## src/hw/rtl/rcfp_pkg.sv

```systemverilog
// Shared constants and types of the RC channel frame packer.
package rcfp_pkg;

  localparam int unsigned ChannelCount = 18;
  localparam int unsigned WideChannels = 16;
  localparam int unsigned HeaderBytes  = 3;
  localparam int unsigned MaxResults   = 4;

  // Channel word: v*5/6 + 1024, clamped to 1..2047.
  localparam int unsigned WordWidth    = 11;
  localparam int          WordCenter   = 1024;
  localparam int          WordMin      = 1;
  localparam int          WordMax      = 2047;
  // Switch bit: v + 1024 >= 1536, i.e. v >= 512.
  localparam int          SwitchLevel  = 1536 - WordCenter;

  // floor(x/6) = (x * ceil(2^17/6)) >> 17 for 0 <= x < 32768.
  localparam int unsigned RecipShift   = 17;
  localparam int unsigned RecipWidth   = 15;
  localparam int unsigned RecipSix     = ((1 << RecipShift) + 5) / 6;

  // Configuration register indexes.
  typedef enum logic [1:0] {
    RegSyncOne    = 2'd0,
    RegSyncTwo    = 2'd1,
    RegFrameMark  = 2'd2
  } reg_idx_e;

endpackage

```

## src/hw/rtl/rc_channel_frame_packer_top.sv

```systemverilog
// Top level of the RC channel frame packer: input register, packing logic, byte serializer.
//
// Takes 18 channel requests per frame (channels 0..15 become clamped 11-bit words,
// 16 and 17 become switch bits) and streams the frame on the output channel one byte per
// cycle while out_ready_i is high: three header bytes ahead of channel 0, then 23 payload
// bytes packed LSB first, the last one zero padded and flagged by last_byte_o. A request
// is captured in an input register; combinational logic scales, clamps and packs it and
// loads up to four bytes into the output buffer, which then drains one byte per cycle
// while out_ready_i is high. Most channels give one or two bytes, channel 0 gives four
// and channel 16 none, and the drain rate of the output buffer sets the pace. The input
// register lets a new request in while the buffer still holds bytes. Header bytes come
// from the three configuration registers (index 0, 1, 2; other indexes ignored), which
// reset to zero; cfg_ready_o is always high. Write them only while the block is idle.
module rc_channel_frame_packer_top (
  input  logic               clk_i,
  input  logic               rst_ni,
  // configuration writes
  input  logic               cfg_valid_i,
  output logic               cfg_ready_o,
  input  logic [1:0]         cfg_index_i,
  input  logic [7:0]         cfg_data_i,
  // channel requests
  input  logic               in_valid_i,
  output logic               in_ready_o,
  input  logic signed [11:0] channel_value_i,
  input  logic signed [9:0]  center_offset_i,
  // frame bytes
  output logic               out_valid_o,
  input  logic               out_ready_i,
  output logic [7:0]         frame_byte_o,
  output logic               last_byte_o
);

  // Configuration registers.
  logic [7:0] sync_one_q, sync_two_q, marker_q;

  assign cfg_ready_o = 1'b1;

  always_ff @(posedge clk_i or negedge rst_ni) begin
    if (!rst_ni) begin
      sync_one_q <= '0;
      sync_two_q <= '0;
      marker_q   <= '0;
    end else if (cfg_valid_i) begin
      unique case (rcfp_pkg::reg_idx_e'(cfg_index_i))
        rcfp_pkg::RegSyncOne:   sync_one_q <= cfg_data_i;
        rcfp_pkg::RegSyncTwo:   sync_two_q <= cfg_data_i;
        rcfp_pkg::RegFrameMark: marker_q   <= cfg_data_i;
        default: ;
      endcase
    end
  end

  // Input register.
  logic               in_full_q;
  logic signed [11:0] value_q;
  logic signed [9:0]  offset_q;

  // Output buffer: up to four bytes, drained from slot 0.
  logic [7:0] buf_q [rcfp_pkg::MaxResults];
  logic [7:0] buf_d [rcfp_pkg::MaxResults];
  logic [2:0] rem_q, rem_d;
  logic       last_q, last_d;

  // Frame state.
  logic [4:0] chan_q, chan_d;
  logic [6:0] pend_bits_q, pend_bits_d;
  logic [2:0] pend_cnt_q, pend_cnt_d;

  logic out_fire, buf_free, load;

  assign out_valid_o  = (rem_q != 3'd0);
  assign out_fire     = out_valid_o && out_ready_i;
  assign buf_free     = (rem_q == 3'd0) || ((rem_q == 3'd1) && out_ready_i);
  assign load         = in_full_q && buf_free;
  assign in_ready_o   = !in_full_q || load;
  assign frame_byte_o = buf_q[0];
  assign last_byte_o  = last_q && (rem_q == 3'd1);

  always_ff @(posedge clk_i or negedge rst_ni) begin
    if (!rst_ni) begin
      in_full_q <= 1'b0;
    end else if (in_ready_o) begin
      in_full_q <= in_valid_i;
    end
  end

  always_ff @(posedge clk_i) begin
    if (in_valid_i && in_ready_o) begin
      value_q  <= channel_value_i;
      offset_q <= center_offset_i;
    end
  end

  // ---- Channel scaling ----
  logic signed [12:0] lvl;          // value + 2*offset
  logic [11:0]        lvl_abs;
  logic [13:0]        mag5;
  logic [28:0]        prod;
  logic [11:0]        quo;
  logic signed [12:0] scaled;
  logic signed [12:0] sum;
  logic [10:0]        word;
  logic               sw_bit;

  always_comb begin
    lvl     = {value_q[11], value_q} + {offset_q[9], offset_q[9], offset_q, 1'b0};
    lvl_abs = lvl[12] ? 12'(-lvl) : 12'(lvl);
    mag5    = {lvl_abs, 2'b00} + {2'b00, lvl_abs};
    prod    = 29'(mag5) * 29'(rcfp_pkg::RecipSix[rcfp_pkg::RecipWidth-1:0]);
    quo     = prod[28:rcfp_pkg::RecipShift];
    // truncation toward zero: divide the magnitude, then restore the sign
    scaled  = lvl[12] ? -$signed({1'b0, quo}) : $signed({1'b0, quo});
    sum     = scaled + 13'(rcfp_pkg::WordCenter);
    if (sum < 13'(rcfp_pkg::WordMin)) begin
      word = 11'(rcfp_pkg::WordMin);
    end else if (sum > 13'(rcfp_pkg::WordMax)) begin
      word = 11'(rcfp_pkg::WordMax);
    end else begin
      word = sum[10:0];
    end
    sw_bit = (lvl >= 13'(rcfp_pkg::SwitchLevel));
  end

  // ---- Bit packing ----
  logic [4:0]  ch;
  logic        first_ch, final_ch, wide;
  logic [6:0]  base_bits;
  logic [2:0]  base_cnt;
  logic [17:0] acc;
  logic [4:0]  total;
  logic [1:0]  nfull;
  logic [7:0]  pay [3];

  always_comb begin
    ch        = (chan_q >= 5'(rcfp_pkg::ChannelCount)) ? 5'd0 : chan_q;
    first_ch  = (ch == 5'd0);
    final_ch  = (ch == 5'(rcfp_pkg::ChannelCount - 1));
    wide      = (ch < 5'(rcfp_pkg::WideChannels));
    base_bits = first_ch ? 7'd0 : pend_bits_q;
    base_cnt  = first_ch ? 3'd0 : pend_cnt_q;
    acc       = {11'd0, base_bits}
              | ((wide ? {7'd0, word} : {17'd0, sw_bit}) << base_cnt);
    total     = {2'b00, base_cnt} + (wide ? 5'(rcfp_pkg::WordWidth) : 5'd1);
    nfull     = total[4:3];
    pay[0]    = acc[7:0];
    pay[1]    = acc[15:8];
    pay[2]    = {6'd0, acc[17:16]};
  end

  // Next buffer and frame state.
  always_comb begin
    buf_d       = buf_q;
    rem_d       = rem_q;
    last_d      = last_q;
    chan_d      = chan_q;
    pend_bits_d = pend_bits_q;
    pend_cnt_d  = pend_cnt_q;
    if (load) begin
      if (first_ch) begin
        buf_d[0] = sync_one_q;
        buf_d[1] = sync_two_q;
        buf_d[2] = marker_q;
        buf_d[3] = pay[0];
        rem_d    = 3'(rcfp_pkg::HeaderBytes) + {1'b0, nfull};
      end else begin
        buf_d[0] = pay[0];
        buf_d[1] = pay[1];
        buf_d[2] = pay[2];
        // the final byte is the partial one sitting after the full bytes
        rem_d    = {1'b0, nfull} + {2'b00, final_ch};
      end
      last_d = final_ch;
      if (final_ch) begin
        chan_d      = 5'd0;
        pend_bits_d = 7'd0;
        pend_cnt_d  = 3'd0;
      end else begin
        chan_d      = ch + 5'd1;
        pend_bits_d = pay[nfull][6:0];
        pend_cnt_d  = total[2:0];
      end
    end else if (out_fire) begin
      for (int i = 0; i < rcfp_pkg::MaxResults - 1; i++) begin
        buf_d[i] = buf_q[i+1];
      end
      rem_d = rem_q - 3'd1;
    end
  end

  always_ff @(posedge clk_i or negedge rst_ni) begin
    if (!rst_ni) begin
      rem_q       <= '0;
      last_q      <= 1'b0;
      chan_q      <= '0;
      pend_bits_q <= '0;
      pend_cnt_q  <= '0;
    end else begin
      rem_q       <= rem_d;
      last_q      <= last_d;
      chan_q      <= chan_d;
      pend_bits_q <= pend_bits_d;
      pend_cnt_q  <= pend_cnt_d;
    end
  end

  always_ff @(posedge clk_i) begin
    buf_q <= buf_d;
  end

endmodule

```

## config.mk

```make
export PLATFORM = sky130hd
export DESIGN_NAME = rc_channel_frame_packer_top
export DESIGN_NICKNAME = d
export VERILOG_FILES = /design/src/hw/rtl/rcfp_pkg.sv /design/src/hw/rtl/rc_channel_frame_packer_top.sv
export SDC_FILE = /design/constraint.sdc
export NUM_CORES = 1
export LEC_CHECK = 0
export ABC_AREA = 1
export ABC_CLOCK_PERIOD_IN_PS = 12950
export BUFFER_PORTS_ARGS = -buffer_cell sky130_fd_sc_hd__buf_4
export CORE_MARGIN = 8
export CORE_UTILIZATION = 63
export CTS_CLUSTER_DIAMETER = 150
export CTS_CLUSTER_SIZE = 40
export DETAILED_ROUTE_END_ITERATION = 10
export PLACE_DENSITY = 0.83
export SLEW_MARGIN = 20
export SYNTH_ARGS = -nofsm -noshare
export SYNTH_HDL_FRONTEND = slang
export SYNTH_SLANG_ARGS = --single-unit
```

## constraint.sdc

```tcl
create_clock -name clk_i -period 12.95 [get_ports clk_i]
set_clock_uncertainty 0.2 [all_clocks]
set_input_delay 2.59 -clock clk_i [delete_from_list [all_inputs] [get_ports clk_i]]
set_output_delay 2.59 -clock clk_i [all_outputs]
set_load 0.01 [all_outputs]
```

==> impl_results.md, run 1 <==
* Worst r2r src: value_q[7]
* Leading area contributor after synthesis: edfxtp_1
* Die ar. at 20530 um^2
* Core footprint at 15890 um^2
* GPL Wtd Cong at 1.019
* Slowest cell delay on critical path at 570 ps
* Port bufs at 47
* Warnings from Yosys at 0
* Hold path start: pend_bits_q[3]
* Flops & latches, synth at 98
* Period Utilization, post-route at 0.8972
* Sequential fraction of the synthesis area at 0.2667
* Post-detail-place hpwl at 19500 um
* Post-synthesis cell area at 10210 um^2
* # diodes at 0
* # clock sinks at 98
* Avg Inst Size Synth at 7.901 um^2
* Top post-synthesis cells by area: edfxtp_1 (16%), ha_1 (15%), dfrtp_1 (11%)
* Pin count of the biggest net entering global routing at 45
* Post-synth EDFFs at 54
* Rows at 46
* Critical path origin: value_q[7]
* Max-slew headroom at 0.3165
* Pre-Repair DR Iteration Count at 5
* Syn nets at 1507
* Ports at 49
* Hold Fails Final Rpt at 0
* Initial antenna violation count at 0
* Final Util at 0.6941
* Worst setup SP type: flip-flop
* Critical Path RT at 12840 ps
* Vias in the first global route at 8545
* CTS tree: built
* Worst Tran Pin Value at 1021 ps
* RSZ-0062 raised after global routing: false
* Clk pin slew, worst setup/hold paths at 70 ps
* DR iter-0 viols at 646
* Most common cell after layout, fill and taps aside: nand2_1
* Dpl cells at 1532
* Final setup TNS at 0 ps
* Gr ovfl total at 0
* Initial Util at 0.6426
* First-pass GRT wire length at 39940 um
* Clock Latency Late Sink at 350 ps
* Clock root cell: clkbuf_16
* Post-Syn Instances at 1292
* Fill count at 1310
* H-tree levels at 3
* Routed Antenna Nets at 0
* Max_cap viols at 0
* Post-CTS setup buffers at 0
* Ys flop type: edfxtp_1
* Outcome: complete, no violations
* Via density at 5.555
* Final setup fails at 0
* Crit-path slowest cell: fa_1
* Fmax at 86.07 MHz
* Final non-filler cell total at 1548
* Layout cell share with drive strength beyond 1 at 0.09384
* Avg WL per Cell at 15.52 um
* Critical path's most frequent cell: inv_1
* Most frequent cells in the layout: nand2_1 (273), inv_1 (226), ha_1 (124)
* Post-synth cell types at 53
* Nets at 1542
* Post-route DRC at 0
* Post-Route WL at 24030 um
* Total number of vias at 8599
* Total CTS buffers at 9
* Worst Setup End Kind: flip-flop
* Hold Crit Class: reg -> reg
* Synth top area share at 0.1588
* Die X at 143.3 um
* Asr flop ratio synth at 0.4490
* Post-CTS resize count at 0
* Final slew viol count at 0
* Post-CTS Hold Buffers at 0
* WS Path Type: reg -> reg
* CTS Buffer Depth at 2
* Final Critical Period at 11620 ps
* CP arrival at 11500 ps
* DIE HEIGHT at 143.3 um
* Layout overhead on the synthesized area at 8.004%
* Crit path max fanout at 18
* Tot GR Track Use at 0.2419
==> per-layer routing <==
layer,vias to the layer above,global-route usage,routed length [um]
met4,0,0.09685,825
li1,4262,-,-
met1,4029,0.2928,10360
met2,246,0.4327,11910
met3,62,0.02488,936
met5,-,0,0
==> path summary, 6_finish.rpt <==
check / end / slack [ps] / cells past startpoint
max: buf_q[21] / 1330 / 61
min: pend_bits_q[3] / 290 / 2
max reg2reg: buf_q[21] / 1330 / 61
min reg2reg: pend_bits_q[3] / 290 / 2
max in group asynchronous: pend_cnt_q[1] / 10110 / 1
min in group asynchronous: marker_q[2] / 2040 / 1
==> critical path: cells and delay by family (launching register included) <==
family | cells | cell delay (ps)
adders and majority gates | 10 | 3910
buffers and inverters | 10 | 870
xor gates and xnor gates | 4 | 750
DFF | 1 | 390
AOI/OAI and AO/OA | 16 | 2710
and+or+nand+nor | 21 | 2510
==> sequential cells by signal, indices dropped and copies added, names as in the netlist <==
signal,cells
buf_q,24
chan_q,5
frame_byte_o,8
in_full_q,1
last_q,1
marker_q,8
offset_q,10
pend_bits_q,7
pend_cnt_q,3
rem_q,3
sync_one_q,8
sync_two_q,8
value_q,12
==> metrics by stage <==
stage / hold WS, ps / setup WS (ps) / cell area [um^2]
detailed placement: 265.5 / 1570 / 10720
global route: 307.3 / 382.4 / 11030
floorplan: 249.2 / 1912 / 10210
global placement: 264.3 / 1811 / 10720
CTS: 284.8 / 1440 / 11030
finish: 286.6 / 1331 / 11030
==> cell type report <==
| cell class | instances | area (um^2) | area share |
|---|---|---|---|
| multi-input cells | 931 | 6440 | 0.5841 |
| flip-flops and latches | 98 | 2723 | 0.2469 |
| inverters | 231 | 869.6 | 0.07887 |
| repair buffers | 56 | 420.4 | 0.03813 |
| well taps | 216 | 270.3 | 0.02451 |
| clock buffers | 10 | 229.0 | 0.02077 |
| clock inverters | 6 | 73.82 | 0.006695 |
==> cell usage after synthesis (2+ instances only) <==
cell type / instances
nand2_1: 273
inv_1: 226
ha_1: 124
nand3_1: 119
nor2_1: 80
edfxtp_1: 54
fa_1: 54
o21ai_0: 51
a21oi_1: 50
dfrtp_1: 44
xor2_1: 37
nand2_2: 17
o21ai_1: 15
clkbuf_1: 11
buf_4: 10
nand3_2: 10
nor3_1: 9
xnor2_1: 9
o21bai_1: 8
a22o_1: 7
o211ai_1: 7
buf_2: 6
nor2_2: 6
o22ai_1: 6
a21o_1: 5
a31oi_1: 5
nand4_1: 4
o21a_1: 4
o21ai_2: 4
buf_1: 3
inv_2: 3
nand2_4: 3
or2_2: 3
a211oi_1: 2
buf_6: 2
nand3b_1: 2
o221ai_1: 2
or2_1: 2
==> logic make-up after synthesis <==
kind of cell    share of synthesized area
buf+inv                            0.1028
fa+ha+maj                          0.2579
flops                              0.2667
compound gates                     0.1015
xor+xnor                          0.04265
other cells                     0.0003673
simple gates                       0.2281
Power of run 1 is not shown: default switching activity piles up to over one toggle a cycle in this logic, so the estimate is an artifact.
==> run 2, diff against run 1 <==
Settings changed: PLACE_DENSITY 0.83 to default, PLACE_DENSITY_LB_ADDON from default to 0.05.
==> impl_results.md, run 2 (same netlist as run 1, synthesis figures left out) <==
* Outcome: complete, no violations
* Post-CTS Hold Buffers at 0
* Ports at 49
* DR iter-0 viols at 591
* CP bufs+invs at 6
* Pin count of the biggest net entering global routing at 45
* Post-Route WL at 23780 um
* Crit-path slowest cell: xor2_1
* Port bufs at 47
* Vias in the first global route at 8338
* GR Util met1 at 0.3109
* Clock Latency Late Sink at 350 ps
* Final setup TNS at 0 ps
* Die X at 143.3 um
* Largest registers: buf_q: 24 flops, value_q: 12 flops, offset_q: 10 flops
* Total CTS buffers at 9
* Final Critical Period at 11920 ps
* CP arrival at 11810 ps
* GR peak layer: met2
* Initial Util at 0.6426
* Die ar. at 20530 um^2
* Nets at 1541
* Tot GR Track Use at 0.2435
* RSZ-0062 raised after global routing: false
* Max-slew headroom at 0.2868
* Crit path max fanout at 23
* # diodes at 0
* First-pass GRT wire length at 39810 um
* Total number of vias at 8508
* Critical path's most frequent cell: nand2_1
* Period Utilization, post-route at 0.9207
* Hold Crit Class: reg -> reg
* Clk pin slew, worst setup/hold paths at 70 ps
* Worst Tran Pin Value at 1066 ps
* Routed Antenna Nets at 0
* Via density at 5.500
* Slowest cell delay on critical path at 650 ps
* DIE HEIGHT at 143.3 um
* Critical Path RT at 12840 ps
* GR Layer Usage met3 at 0.02488
* Core footprint at 15890 um^2
* Largest register FFs at 24
* Layout overhead on the synthesized area at 7.966%
* Avg WL per Cell at 15.37 um
* Final slew viol count at 0
* Clock root cell: clkbuf_16
* Met2 GRT Util at 0.4182
* Worst setup SP type: flip-flop
* Final setup fails at 0
* Post-CTS resize count at 0
* Rows at 46
* Layout cell share with drive strength beyond 1 at 0.09467
* H-tree levels at 3
* CP top delay family: adder cells
* CTS Buffer Depth at 2
* Post-detail-place hpwl at 19720 um
* CTS tree: built
* Hold Fails Final Rpt at 0
* Most flop-heavy register: buf_q
* Worst Setup End Kind: flip-flop
* Pre-Repair DR Iteration Count at 6
* Initial antenna violation count at 0
* Post-CTS setup buffers at 0
* Fmax at 83.87 MHz
* Post-route DRC at 0
* Fill count at 1349
* Max_cap viols at 0
* Most common cell after layout, fill and taps aside: nand2_1
* # clock sinks at 98
* Gr ovfl total at 0
* Most frequent cells in the layout: nand2_1 (273), inv_1 (226), ha_1 (124)
* WS Path Type: reg -> reg
* GPL Wtd Cong at 0.9076
## run 2: final timing paths
kind                                start             end  slack, ps  cells after the start
max                            value_q[5]       buf_q[21]       1030                     59
min                        pend_bits_q[0]  pend_bits_q[0]        290                      2
max reg2reg                    value_q[5]       buf_q[21]       1030                     59
min reg2reg                pend_bits_q[0]  pend_bits_q[0]        290                      2
max in group asynchronous          rst_ni       chan_q[1]      10120                      1
min in group asynchronous          rst_ni     marker_q[0]       2030                      1
## run 2: routing by layer
metal	up-vias	share of wire
met1	3955	0.44
met4	0	0.028
met2	245	0.49
li1	4259	-
met3	49	0.041
met5	-	0
## run 2: per-stage QoR
step / instance area, um^2 / util / std cells / hold WS, ps / setup WS (ps)
6_report: 11020 / 0.6938 / 1547 / 286.5 / 1027
5_1_grt: 11020 / 0.6938 / 1547 / 312.7 / 186.0
4_1_cts: 11020 / 0.6938 / 1547 / 290.1 / 1135
3_5_place_dp: 10720 / 0.6747 / 1531 / 271.0 / 1209
3_3_place_gp: 10720 / 0.6747 / 1531 / 262.2 / 1411
2_1_floorplan: 10210 / - / 1292 / 249.2 / 1912
## run 2: final cells by class
class,instances,area [um^2],share of cell area
inverters,231,869.6,0.07890
repair buffers,55,412.9,0.03746
clock inverters,7,78.83,0.007152
flip-flops and latches,98,2723,0.2470
well taps,216,270.3,0.02452
clock buffers,9,225.2,0.02043
multi-input cells,931,6442,0.5845
## run 2: tightest hold or removal path: cells and delay by family (launching register included)
kind | cells | cell delay, ps
simple gates | 2 | 110
flops | 1 | 350
Power of run 2 is left out for the same reason.
